### src/hw/rtl/bts_pkg.sv
package bts_pkg;

  localparam int MAX_WIDTH  = 64;
  localparam int MAX_HEIGHT = 64;
  localparam int FRAC_BITS  = 8;

  localparam int COORD_W    = 20;
  localparam int CFG_W      = 7;
  localparam int POS_W      = 6;
  localparam int CHAN_W     = 8;
  localparam int NUM_CHAN   = 4;
  localparam int TEXEL_W    = CHAN_W * NUM_CHAN;
  localparam int NUM_BANKS  = 4;
  localparam int BANK_SEL_W = 2;
  localparam int NUM_TAPS   = 4;

  localparam int COL_W      = $clog2(MAX_WIDTH);
  localparam int ROW_W      = $clog2(MAX_HEIGHT);
  localparam int HALF_W     = (MAX_WIDTH + 1) / 2;
  localparam int HALF_H     = (MAX_HEIGHT + 1) / 2;
  localparam int BANK_DEPTH = HALF_W * HALF_H;
  localparam int BANK_AW    = (BANK_DEPTH > 1) ? $clog2(BANK_DEPTH) : 1;

  localparam int ONE        = 1 << FRAC_BITS;
  localparam int WGT_W      = FRAC_BITS + 1;
  localparam int XP_W       = CHAN_W + WGT_W;
  localparam int XL_W       = CHAN_W + FRAC_BITS;
  localparam int YP_W       = XL_W + WGT_W;
  localparam int YL_W       = CHAN_W + 2 * FRAC_BITS;
  localparam int ROUND_HALF = 1 << (2 * FRAC_BITS - 1);
  localparam int CMP_W      = ((CFG_W + FRAC_BITS > COORD_W) ? CFG_W + FRAC_BITS : COORD_W) + 1;

  localparam int QUEUE_DEPTH = 4;

  localparam int CFG_IDX_W = 1;
  localparam logic [CFG_IDX_W-1:0] REG_WIDTH_IN_USE  = 1'd0;
  localparam logic [CFG_IDX_W-1:0] REG_HEIGHT_IN_USE = 1'd1;
  localparam logic [CFG_W-1:0]     SIZE_RESET        = 7'd64;

  localparam int TAP00 = 0;
  localparam int TAP10 = 1;
  localparam int TAP01 = 2;
  localparam int TAP11 = 3;

  typedef enum logic {
    CMD_WRITE  = 1'b0,
    CMD_SAMPLE = 1'b1
  } cmd_t;

  typedef struct packed {
    cmd_t                      cmd;
    logic [POS_W-1:0]          texel_col;
    logic [POS_W-1:0]          texel_row;
    logic [CHAN_W-1:0]         texel_red;
    logic [CHAN_W-1:0]         texel_green;
    logic [CHAN_W-1:0]         texel_blue;
    logic [CHAN_W-1:0]         texel_alpha;
    logic signed [COORD_W-1:0] coord_x;
    logic signed [COORD_W-1:0] coord_y;
  } item_t;

  typedef struct packed {
    logic [CHAN_W-1:0] out_red;
    logic [CHAN_W-1:0] out_green;
    logic [CHAN_W-1:0] out_blue;
    logic [CHAN_W-1:0] out_alpha;
  } result_t;

  typedef struct packed {
    cmd_t                                  op;
    logic [NUM_BANKS-1:0]                  bank_we;
    logic [NUM_BANKS-1:0][BANK_AW-1:0]     addr;
    logic [TEXEL_W-1:0]                    wdata;
    logic [NUM_TAPS-1:0][BANK_SEL_W-1:0]   tap_bank;
    logic [FRAC_BITS-1:0]                  fu;
    logic [FRAC_BITS-1:0]                  fv;
  } entry_t;

  typedef struct packed {
    logic [CFG_W-1:0]     i0;
    logic [CFG_W-1:0]     i1;
    logic [FRAC_BITS-1:0] frac;
  } split_t;

endpackage

### src/hw/rtl/bts_queue.sv
module bts_queue import bts_pkg::*; (
  input  logic   clk,
  input  logic   rst,
  input  logic   push,
  input  entry_t push_entry,
  output logic   full,
  input  logic   pop,
  output entry_t head,
  output logic   valid
);

  localparam int PTR_W = (QUEUE_DEPTH > 1) ? $clog2(QUEUE_DEPTH) : 1;
  localparam int CNT_W = $clog2(QUEUE_DEPTH + 1);

  entry_t           slots [QUEUE_DEPTH];
  logic [PTR_W-1:0] wr_ptr;
  logic [PTR_W-1:0] rd_ptr;
  logic [CNT_W-1:0] count;
  logic [PTR_W-1:0] wr_ptr_next;
  logic [PTR_W-1:0] rd_ptr_next;

  assign wr_ptr_next = (wr_ptr == PTR_W'(QUEUE_DEPTH - 1)) ? '0 : wr_ptr + 1'b1;
  assign rd_ptr_next = (rd_ptr == PTR_W'(QUEUE_DEPTH - 1)) ? '0 : rd_ptr + 1'b1;

  always_ff @(posedge clk) begin
    if (rst) begin
      wr_ptr <= '0;
      rd_ptr <= '0;
      count  <= '0;
    end else begin
      if (push) begin
        wr_ptr <= wr_ptr_next;
      end
      if (pop) begin
        rd_ptr <= rd_ptr_next;
      end
      case ({push, pop})
        2'b10:   count <= count + 1'b1;
        2'b01:   count <= count - 1'b1;
        default: count <= count;
      endcase
    end
  end

  always_ff @(posedge clk) begin
    if (push) begin
      slots[wr_ptr] <= push_entry;
    end
  end

  assign head  = slots[rd_ptr];
  assign valid = (count != '0);
  assign full  = (count == CNT_W'(QUEUE_DEPTH));

endmodule

### config.mk
export PLATFORM = sky130hd
export DESIGN_NAME = bts_queue
export DESIGN_NICKNAME = d
export VERILOG_FILES = /design/src/hw/rtl/bts_pkg.sv /design/src/hw/rtl/bts_queue.sv
export SDC_FILE = /design/constraint.sdc
export NUM_CORES = 1
export LEC_CHECK = 0
export ABC_AREA = 0
export BUFFER_PORTS_ARGS = -buffer_cell sky130_fd_sc_hd__buf_4
export CAP_MARGIN = 20
export CELL_PAD_IN_SITES_DETAIL_PLACEMENT = 0
export CELL_PAD_IN_SITES_GLOBAL_PLACEMENT = 1
export CORE_MARGIN = 2
export CORE_UTILIZATION = 30
export DETAILED_ROUTE_END_ITERATION = 8
export PLACE_DENSITY_LB_ADDON = 0.25
export SYNTH_ARGS = -nofsm -noshare
export SYNTH_HDL_FRONTEND = slang
export SYNTH_SLANG_ARGS = --single-unit
### constraint.sdc
create_clock -name clk -period 9.1 [get_ports clk]
set_input_delay 1.365 -clock clk [delete_from_list [all_inputs] [get_ports clk]]
set_output_delay 1.365 -clock clk [all_outputs]
set_load 0.02 [all_outputs]
==> key figures <==
Outcome
  • Run status: complete, no violations

Layout
  • Ratio of cells with drive above 1 in the final layout: 44.5%
  • Area growth from synthesis to layout: 24.0%
  • Final #Nets: 925
  • Ant. Diodes: 0
  • Number of standard cells in the layout, taps in and fillers out: 1520

Synthesis
  • Sequential cell area fraction in the yosys report: 81.9%
  • Dominant combinational cell family by area after synthesis: multiplexers
  • Seq cells post-synth: 413
  • Most instantiated cells after synthesis: sky130_fd_sc_hd__edfxtp_1, sky130_fd_sc_hd__mux4_2, sky130_fd_sc_hd__buf_2, sky130_fd_sc_hd__buf_6, sky130_fd_sc_hd__dfxtp_1
  • Syn nets: 687
  • Post-synth design cell area: 15000 um2
  • Basic-gate share of the synthesized area counting and, or, nand and nor cells: 0.566%
  • Yosys Warn Count: 0
  • Top cell type by total area after synthesis: sky130_fd_sc_hd__edfxtp_1
  • Unique cell type count in the Yosys netlist: 18
  • Share of flip-flops with an asynchronous set or reset after synthesis: 0%
  • Mean Syn Cell Area: 26.1 um2
  • Leading cell type by number of instances after synthesis: sky130_fd_sc_hd__edfxtp_1
  • Main synth FF type: sky130_fd_sc_hd__edfxtp_1
  • Adder-cell share of the synthesized area: 0.633%
  • Synthesized instance count: 575
  • Area share of the largest cell type after synthesis: 80.7%
  • Area fraction in compound gates after synthesis: 0.167%
  • Number of synthesized flops with an enable pin: 404
  • Biggest area contributors in the synthesized netlist: sky130_fd_sc_hd__edfxtp_1, sky130_fd_sc_hd__mux4_2, sky130_fd_sc_hd__dfxtp_1
  • Area share of xor/xnor cells in the synthesized design: 0.117%
  • Mux share of post-synthesis cell area: 15.3%

Pwr
  • Pleak: 6.14 nW
  • Power density of the placed cells: 229 nW/um2
  • Pwr Total: 4.27 mW
  • IR Drop Worst-Case VDD: 126 uV

Worst setup path
  • Reg-to-Reg Start: wr_ptr[0]
  • Critical path capture point type: output pin
  • Highest fanout seen on the critical path: 43
  • Arrival time at the worst endpoint: 3.01 ns
  • Worst endpoint required time: 7.74 ns
  • Peak per-stage delay on the critical path: 0.81 ns
  • Critical Path, Cell by Cell: buf_4, mux4_2, buf_4
  • Buf/Inv on CP: 2
  • Slowest stage cell, crit path: sky130_fd_sc_hd__buf_4
  • Kind of critical path: reg2out
  • Worst path top cell family by delay: buffers and inverters
  • Cell with the most instances on the worst path: sky130_fd_sc_hd__buf_4
  • Category of the worst setup path launch point: flip-flop

Floorplan
  • Die width: 228 um
  • Number of standard-cell rows in the floorplan: 82
  • Core region area: 49800 um2
  • Starting utilization of the core area: 30.2%
  • Total Die Area: 51900 um2
  • I/O pins: 208
  • Chip height: 228 um

Timing
  • Post-route minimum period: 4.38 ns
  • Maximum frequency from static timing analysis: 229 MHz
  • Max-slew violation count: 0
  • Transition time of the tightest slew-check pin: 0.975 ns
  • RSZ-0062 raised after global routing: no
  • Setup clock skew after layout: 0.0118 ns
  • Number of hold violations in the final report: 0
  • Part of the cycle the worst path needs: 48.1%
  • Final TNS setup: 0 ns
  • Headroom to the max-slew limit: 35.0%
  • Total of endpoints with negative setup slack in the final report: 0

Detailed routing
  • Routed Wire Length: 31100 um
  • Routed length per placed instance: 20.5 um
  • Total iterations of the first detailed-routing run: 4
  • Avg Vias per Cell: 4.38
  • Residual DRC count: 0
  • Remaining antenna violation count after routing: 0
  • Initial DRC count: 307
  • Number of vias after detailed routing: 6659

GRT
  • Antenna violations before repair: 0
  • Total congestion overflow after global routing: 0
  • First-pass GRT wire length: 46700 um
  • Vias in the first global route: 7362
  • Global-route usage over all layers: 12.1%
  • Largest net degree at the start of global routing: 56

Place
  • Detailed Place HPWL: 17400 um
  • Placed insts: 1439
  • Routability-driven placement congestion ratio: 0.658
  • Number of buffer cells added on primary ports: 207

Clock network
  • Clock latency on the worst-skew pair: 0.56 ns
  • Register clock-pin slew on the reported worst setup and hold paths: 0.06 ns
  • Post-CTS sizing: 0
  • Number of buffers on the longest clock path: 3
  • H-tree levels: 2
  • Clock sink total: 413
  • Clock Tree Root: sky130_fd_sc_hd__clkbuf_16
  • Clock tree from TritonCTS: done
  • Number of CTS-inserted buffers: 44
  • Post-CTS Setup Inserts: 0
  • CTS hold repair buffers: 0

Worst hold path
  • Hold Path Class: reg2reg
  • Worst hold path startpoint: count[2]

Job
  • Maximum capacitance violations: 0
==> where the power goes <==
group / total [mW] / switching (mW) / internal [mW]
clock network: 1.65 / 0.710 / 0.936
logic: 0.419 / 0.226 / 0.193
registers: 2.20 / 0.0291 / 2.17
==> sequential cells by signal (all words and copies together), names as in the netlist, named ones only <==
register and flops:
rd_ptr 2, slots 404, wr_ptr 2, count 3
==> worst paths after layout <==
check / end / slack [ns] / cells after the start
worst min register to register: count[2] / 0.50 / 2
worst max register to register: slots[3][68] / 6.56 / 3
worst min-delay path: count[2] / 0.50 / 2
worst max-delay path: head[53] / 4.72 / 3
==> cell type report <==
cell class / instances / area (um2)
flip-flops and latches: 413 / 12300
clock buffers: 58 / 1170
inverters: 7 / 26.3
fillers: 4571 / 31100
well taps: 672 / 841
clock inverters: 23 / 143
multi-input cells: 133 / 2530
repair buffers: 214 / 1610
==> through the flow <==
stage	utilization [%]	setup WS (ns)	hold slack (ns)	cell area [um2]
after floorplan	-	4.93	0.456	15000
after global placement	34.8	5.15	0.491	17300
after detailed placement	34.8	5.13	0.494	17300
after CTS	37.5	4.51	0.507	18600
after global routing	37.5	4.41	0.551	18600
final	37.5	4.72	0.503	18600
==> placed cells by master, fill, tap and decap left out <==
cell	netlist	routed
sky130_fd_sc_hd__fa_1	1	1
sky130_fd_sc_hd__clkbuf_1	2	13
sky130_fd_sc_hd__o21ai_0	1	1
sky130_fd_sc_hd__clkinv_1	0	12
sky130_fd_sc_hd__bufinv_16	0	1
sky130_fd_sc_hd__nor2_1	7	7
sky130_fd_sc_hd__mux2i_1	2	2
sky130_fd_sc_hd__dfxtp_4	0	2
sky130_fd_sc_hd__clkbuf_16	0	45
sky130_fd_sc_hd__and2_4	0	4
sky130_fd_sc_hd__dfxtp_1	9	7
sky130_fd_sc_hd__clkinvlp_4	0	4
sky130_fd_sc_hd__buf_4	0	214
sky130_fd_sc_hd__nor3b_1	2	2
sky130_fd_sc_hd__a21oi_1	4	4
sky130_fd_sc_hd__clkinv_2	0	4
sky130_fd_sc_hd__and3_1	1	1
sky130_fd_sc_hd__or3_1	2	2
sky130_fd_sc_hd__ha_1	6	6
sky130_fd_sc_hd__mux4_2	101	101
sky130_fd_sc_hd__xor2_1	2	2
sky130_fd_sc_hd__inv_6	0	2
sky130_fd_sc_hd__inv_1	7	7
sky130_fd_sc_hd__edfxtp_1	404	404
==> worst min-delay path: stages (launching register included) <==
cell                      delay [ns]
sky130_fd_sc_hd__dfxtp_1        0.32
sky130_fd_sc_hd__o21ai_0        0.07
sky130_fd_sc_hd__a21oi_1        0.06
==> kinds of logic (layout without fill, tap and decap cells) <==
kind of cell,after synthesis,in the layout
adders and majority gates,7,7
buffers and inverters,29,302
DFF,413,413
and+or+nand+nor,16,16
muxes,103,103
xor gates and xnor gates,2,2
AOI/OAI and AO/OA,5,5
==> layer usage <==
metal	part of all wire [%]	global-route usage, %	up-vias
met5	0	0	-
met2	49	19.8	165
li1	-	-	2955
met1	43	15.4	3483
met3	6.3	3.71	56
met4	2.5	3.80	0
Note: power is estimated with default switching activity, not from simulation.
