===== src/hw/rtl/bts_pkg.sv =====
package bts_pkg;

  localparam int MAX_WIDTH  = 64;
  localparam int MAX_HEIGHT = 64;
  localparam int FRAC_BITS  = 8;

  localparam int COORD_W    = 20;
  localparam int CFG_W      = 7;
  localparam int POS_W      = 6;
  localparam int CHAN_W     = 8;
  localparam int NUM_CHAN   = 4;
  localparam int TEXEL_W    = CHAN_W * NUM_CHAN;
  localparam int NUM_BANKS  = 4;
  localparam int BANK_SEL_W = 2;
  localparam int NUM_TAPS   = 4;

  localparam int COL_W      = $clog2(MAX_WIDTH);
  localparam int ROW_W      = $clog2(MAX_HEIGHT);
  localparam int HALF_W     = (MAX_WIDTH + 1) / 2;
  localparam int HALF_H     = (MAX_HEIGHT + 1) / 2;
  localparam int BANK_DEPTH = HALF_W * HALF_H;
  localparam int BANK_AW    = (BANK_DEPTH > 1) ? $clog2(BANK_DEPTH) : 1;

  localparam int ONE        = 1 << FRAC_BITS;
  localparam int WGT_W      = FRAC_BITS + 1;
  localparam int XP_W       = CHAN_W + WGT_W;
  localparam int XL_W       = CHAN_W + FRAC_BITS;
  localparam int YP_W       = XL_W + WGT_W;
  localparam int YL_W       = CHAN_W + 2 * FRAC_BITS;
  localparam int ROUND_HALF = 1 << (2 * FRAC_BITS - 1);
  localparam int CMP_W      = ((CFG_W + FRAC_BITS > COORD_W) ? CFG_W + FRAC_BITS : COORD_W) + 1;

  localparam int QUEUE_DEPTH = 4;

  localparam int CFG_IDX_W = 1;
  localparam logic [CFG_IDX_W-1:0] REG_WIDTH_IN_USE  = 1'd0;
  localparam logic [CFG_IDX_W-1:0] REG_HEIGHT_IN_USE = 1'd1;
  localparam logic [CFG_W-1:0]     SIZE_RESET        = 7'd64;

  localparam int TAP00 = 0;
  localparam int TAP10 = 1;
  localparam int TAP01 = 2;
  localparam int TAP11 = 3;

  typedef enum logic {
    CMD_WRITE  = 1'b0,
    CMD_SAMPLE = 1'b1
  } cmd_t;

  typedef struct packed {
    cmd_t                      cmd;
    logic [POS_W-1:0]          texel_col;
    logic [POS_W-1:0]          texel_row;
    logic [CHAN_W-1:0]         texel_red;
    logic [CHAN_W-1:0]         texel_green;
    logic [CHAN_W-1:0]         texel_blue;
    logic [CHAN_W-1:0]         texel_alpha;
    logic signed [COORD_W-1:0] coord_x;
    logic signed [COORD_W-1:0] coord_y;
  } item_t;

  typedef struct packed {
    logic [CHAN_W-1:0] out_red;
    logic [CHAN_W-1:0] out_green;
    logic [CHAN_W-1:0] out_blue;
    logic [CHAN_W-1:0] out_alpha;
  } result_t;

  typedef struct packed {
    cmd_t                                  op;
    logic [NUM_BANKS-1:0]                  bank_we;
    logic [NUM_BANKS-1:0][BANK_AW-1:0]     addr;
    logic [TEXEL_W-1:0]                    wdata;
    logic [NUM_TAPS-1:0][BANK_SEL_W-1:0]   tap_bank;
    logic [FRAC_BITS-1:0]                  fu;
    logic [FRAC_BITS-1:0]                  fv;
  } entry_t;

  typedef struct packed {
    logic [CFG_W-1:0]     i0;
    logic [CFG_W-1:0]     i1;
    logic [FRAC_BITS-1:0] frac;
  } split_t;

endpackage


===== src/hw/rtl/bts_front.sv =====
module bts_front import bts_pkg::*; (
  input  logic             item_valid,
  input  item_t            item,
  output logic             item_stall,
  input  logic [CFG_W-1:0] width_in_use,
  input  logic [CFG_W-1:0] height_in_use,
  input  logic             q_full,
  output logic             push,
  output entry_t           push_entry
);

  function automatic logic [CFG_W-1:0] eff_size(input logic [CFG_W-1:0] r, input int maxv);
    logic [CFG_W-1:0] e;
    if (r == '0) begin
      e = CFG_W'(1);
    end else if (int'(r) > maxv) begin
      e = CFG_W'(maxv);
    end else begin
      e = r;
    end
    return e;
  endfunction

  function automatic split_t split_coord(input logic signed [COORD_W-1:0] c,
                                         input logic [CFG_W-1:0] size);
    logic signed [CMP_W-1:0] cx;
    logic signed [CMP_W-1:0] hi;
    logic signed [CMP_W-1:0] cl;
    split_t                  s;
    cx = {{(CMP_W - COORD_W){c[COORD_W-1]}}, c};
    hi = signed'({{(CMP_W - CFG_W - FRAC_BITS){1'b0}}, size - 1'b1, {FRAC_BITS{1'b0}}});
    if (cx[CMP_W-1]) begin
      cl = '0;
    end else if (cx > hi) begin
      cl = hi;
    end else begin
      cl = cx;
    end
    s.i0   = cl[FRAC_BITS +: CFG_W];
    s.frac = cl[FRAC_BITS-1:0];
    s.i1   = (s.i0 == size - 1'b1) ? s.i0 : s.i0 + 1'b1;
    return s;
  endfunction

  function automatic logic [BANK_AW-1:0] bank_addr(input logic [COL_W-1:0] col,
                                                   input logic [ROW_W-1:0] row);
    return BANK_AW'(int'(row >> 1) * HALF_W + int'(col >> 1));
  endfunction

  logic [CFG_W-1:0] w_eff;
  logic [CFG_W-1:0] h_eff;
  split_t           sx;
  split_t           sy;
  logic [COL_W-1:0] u0;
  logic [COL_W-1:0] u1;
  logic [ROW_W-1:0] v0;
  logic [ROW_W-1:0] v1;
  logic [COL_W-1:0] col_sel [2];
  logic [ROW_W-1:0] row_sel [2];
  logic [COL_W-1:0] wr_col;
  logic [ROW_W-1:0] wr_row;
  logic             wr_in_range;

  assign w_eff = eff_size(width_in_use, MAX_WIDTH);
  assign h_eff = eff_size(height_in_use, MAX_HEIGHT);
  assign sx    = split_coord(item.coord_x, w_eff);
  assign sy    = split_coord(item.coord_y, h_eff);
  assign u0    = COL_W'(sx.i0);
  assign u1    = COL_W'(sx.i1);
  assign v0    = ROW_W'(sy.i0);
  assign v1    = ROW_W'(sy.i1);

  // each bank parity takes whichever neighbor has that parity
  assign col_sel[0] = u0[0] ? u1 : u0;
  assign col_sel[1] = u0[0] ? u0 : u1;
  assign row_sel[0] = v0[0] ? v1 : v0;
  assign row_sel[1] = v0[0] ? v0 : v1;

  assign wr_col      = COL_W'(item.texel_col);
  assign wr_row      = ROW_W'(item.texel_row);
  assign wr_in_range = (int'(item.texel_col) < MAX_WIDTH) && (int'(item.texel_row) < MAX_HEIGHT);

  always_comb begin
    push_entry = '0;
    if (item.cmd == CMD_WRITE) begin
      push_entry.op = CMD_WRITE;
      for (int b = 0; b < NUM_BANKS; b++) begin
        push_entry.addr[b] = bank_addr(wr_col, wr_row);
      end
      if (wr_in_range) begin
        push_entry.bank_we = NUM_BANKS'(1) << {wr_row[0], wr_col[0]};
      end
      push_entry.wdata = {item.texel_alpha, item.texel_blue, item.texel_green, item.texel_red};
    end else begin
      push_entry.op              = CMD_SAMPLE;
      push_entry.addr[0]         = bank_addr(col_sel[0], row_sel[0]);
      push_entry.addr[1]         = bank_addr(col_sel[1], row_sel[0]);
      push_entry.addr[2]         = bank_addr(col_sel[0], row_sel[1]);
      push_entry.addr[3]         = bank_addr(col_sel[1], row_sel[1]);
      push_entry.tap_bank[TAP00] = {v0[0], u0[0]};
      push_entry.tap_bank[TAP10] = {v0[0], u1[0]};
      push_entry.tap_bank[TAP01] = {v1[0], u0[0]};
      push_entry.tap_bank[TAP11] = {v1[0], u1[0]};
      push_entry.fu              = sx.frac;
      push_entry.fv              = sy.frac;
    end
  end

  assign item_stall = q_full;
  assign push       = item_valid && !q_full;

endmodule


===== config.mk =====
export PLATFORM = sky130hd
export DESIGN_NAME = bts_front
export DESIGN_NICKNAME = d
export VERILOG_FILES = /design/src/hw/rtl/bts_pkg.sv /design/src/hw/rtl/bts_front.sv
export SDC_FILE = /design/constraint.sdc
export NUM_CORES = 1
export LEC_CHECK = 0
export BUFFER_PORTS_ARGS = -buffer_cell sky130_fd_sc_hd__buf_4
export CAP_MARGIN = 20
export CORE_AREA = 2 2 78 80
export DETAILED_ROUTE_END_ITERATION = 16
export DIE_AREA = 0 0 80 82
export PLACE_DENSITY_LB_ADDON = 0.05
export SYNTH_ARGS = -nofsm -noshare
export SYNTH_HDL_FRONTEND = slang
export SYNTH_SLANG_ARGS = --single-unit

===== constraint.sdc =====
create_clock -name vclk -period 11.2
set_input_delay 0.56 -clock vclk [all_inputs]
set_output_delay 0.56 -clock vclk [all_outputs]
set_load 0.01 [all_outputs]

==> results.yml <==
cts:
  cts_setup_buffers: 0
  cts.repair.resized: 0
  cts.hold.buffers_added: 0
power:
  power_density_mw_per_mm2: 43.39
  leakagePower_nw: 1.854
  ir_drop_v: 0.00002950
global_routing:
  grt_overflow: 0
  antenna_found_initial: 0
  grt_pass1_vias: 3090
  grt_first_pass_wirelength_um: 14580
  grt_max_degree: 66
  grt_usage: 0.2693
worst_setup_path:
  cp.depth: 21
  crit_start: "height_in_use[2]"
  crit_arrival_ps: 5390
  critPathSlowestCell: "a2111oi_1"
  cpPeakStageDelay_ps: 720
  critPathMaxFanout: 8
  cp_num_buf_inv: 4
  cp-endpoint: "push_entry[72]"
  start_kind: "input port"
  endpoint_kind: "primary output"
  crit_family: "compound AO/OA/AOI/OAI gates"
  worstSetupPathType: "in2out"
  critPathRequiredTime_ps: 10640
  crit_chain: "buf_4 > nor3_4 > a21oi_1 > nor2_1 > inv_1 > ha_1 > or4bb_2 > a21oi_1 > or2_2 > ha_1 > nand2_1 > nor3_1 > a2111oi_1 > nor2_1 > a211oi_1 > ha_1 > inv_1 > a211oi_1 > xor2_1 > a21oi_1 > buf_4"
detailed_routing:
  vias_per_cell: 5.643
  drc: 0
  antenna_left: 0
  vias: 3442
  drtIter0Drc: 192
  wire_per_inst_um: 15.98
  dr.pass1.iters: 5
  wl_um: 9745
floorplanning:
  num_rows: 28
  io_pins: 204
  dieWidth_um: 80
  start_util: 0.4331
  fp.dieArea_mm2: 0.006560
  die_h_um: 82
  core_mm2: 0.005746
timing:
  rsz0062_at_grt: "false"
  setup_tns_ps: 0
  worst_pin_slew_ps: 939.1
  slew_viol_final: 0
  setup_violations: 0
  relSlewSlack: 0.3728
  layout_min_cycle_time_ps: 5952
  fmax_ghz: 0.1680
  timing.final.crit_share: 0.5315
  finalHoldViolCount: 0
synth:
  ys_types: 73
  yosysSeqAreaShare: 0
  syn_nets: 489
  netlist_area_mm2: 0.002489
  syn_inst: 373
  syn_avg_cell_area_um2: 6.672
  ys_warn_count: 0
placement:
  io_buffers: 204
  dp.cells: 610
  place_hpwl_um: 8132
  routabilityCongestion: 1.001
layout:
  fill_cells: 528
  seq_cells: 0
  syn_to_final_growth_pct: 54.55
  num-clock-buffers: 0
  final_cell_count_no_fill: 610
  antenna_cells: 0
  multi_input_area_mm2: 0.002157
  finalNetCount: 653
  post-route-util: 0.6694
  drive_gt1_frac: 0.4243
  regArea_um2: 0
run:
  maxCapViolations: 0
status:
  status: "completed"
min_path:
  min-delay-start: "q_full"
  worstHoldPathType: "in2out"
[layout make-up]
type,instances,share of cell area
multi-input combinational,314,0.5608
inverter,17,0.01659
tap,75,0.02440
timing repair buffer,204,0.3982
[stage by stage]
stage / cell area, µm² / hold WS [ps] / setup WS, ps / power, mW
floorplan: 2489 / 1166 / 5908 / 0.09214
global placement: 3846 / 1307 / 5534 / 0.1639
detailed placement: 3846 / 1310 / 5408 / 0.1656
CTS: 3846 / 1310 / 5368 / 0.1662
global route: 3846 / 1314 / 4791 / 0.1816
finish: 3846 / 1309 / 5248 / 0.1669
[cells by family (layout without fill, tap and decap cells)]
family,after synthesis,after routing,share of synthesized area
AND/OR/NAND/NOR,183,183,0.4344
AO/OA/AOI/OAI,94,94,0.2710
buffers and inverters,59,221,0.1332
adder cells (fa/ha/maj),15,15,0.07541
multiplexers,12,12,0.05078
XOR/XNOR,10,10,0.03520
[layout by cell type (no fill, tap or decap), types with 5 or more instances in the layout]
cell,count
nor3_1,17
buf_4,204
a211oi_1,6
nand2_1,17
o21ai_0,11
a21oi_1,26
nor4b_1,5
mux2i_1,7
nand3_1,7
nand2b_1,6
xnor2_1,8
nor2b_1,41
nor4_1,8
nor2_1,26
and3_1,5
or3_1,5
mux2_2,5
and2_1,20
ha_1,15
inv_1,16
[power breakdown]
group	internal, mW	switching, mW
registers	0	0
clock network	0	0
logic	0.0850	0.0819
total	0.0850	0.0819
[synthesized netlist by cell type (3+ instances only)]
master / number / share of area
and2_1: 20 / 0.050
nor3_1: 17 / 0.034
nor2_1: 26 / 0.039
a211oi_1: 6 / 0.018
nor3b_1: 4 / 0.012
mux2i_1: 7 / 0.028
ha_1: 15 / 0.075
a21o_1: 3 / 0.0090
nand4b_1: 3 / 0.011
or3_1: 5 / 0.013
nand2b_1: 6 / 0.015
nand3_1: 7 / 0.014
o21ai_0: 11 / 0.022
nor4_1: 8 / 0.020
buf_4: 27 / 0.081
xnor2_1: 8 / 0.028
nand2_1: 17 / 0.026
nand4_1: 4 / 0.010
clkbuf_1: 13 / 0.020
and3_1: 5 / 0.013
nor4b_1: 5 / 0.018
inv_1: 16 / 0.024
nor2b_1: 41 / 0.10
o31ai_1: 4 / 0.012
a21oi_1: 26 / 0.052
mux2_2: 5 / 0.023
a31oi_1: 4 / 0.010
[how the worst min path moves through the flow]
stage | endpoint | slack [ps] | cells past startpoint
finish | item_stall | 1310 | 2
CTS | item_stall | 1310 | 2
global placement | item_stall | 1310 | 2
detailed placement | item_stall | 1310 | 2
floorplan | push | 1170 | 1
global route | item_stall | 1310 | 2
[layer usage]
metal	track usage	share of wire	up-vias
met5	0	0	-
met4	0.07966	0.027	0
met3	0.03626	0.079	26
met2	0.5417	0.54	182
met1	0.2885	0.35	1561
li1	-	-	1673
No activity file was read; power rests on OpenSTA's default activity.
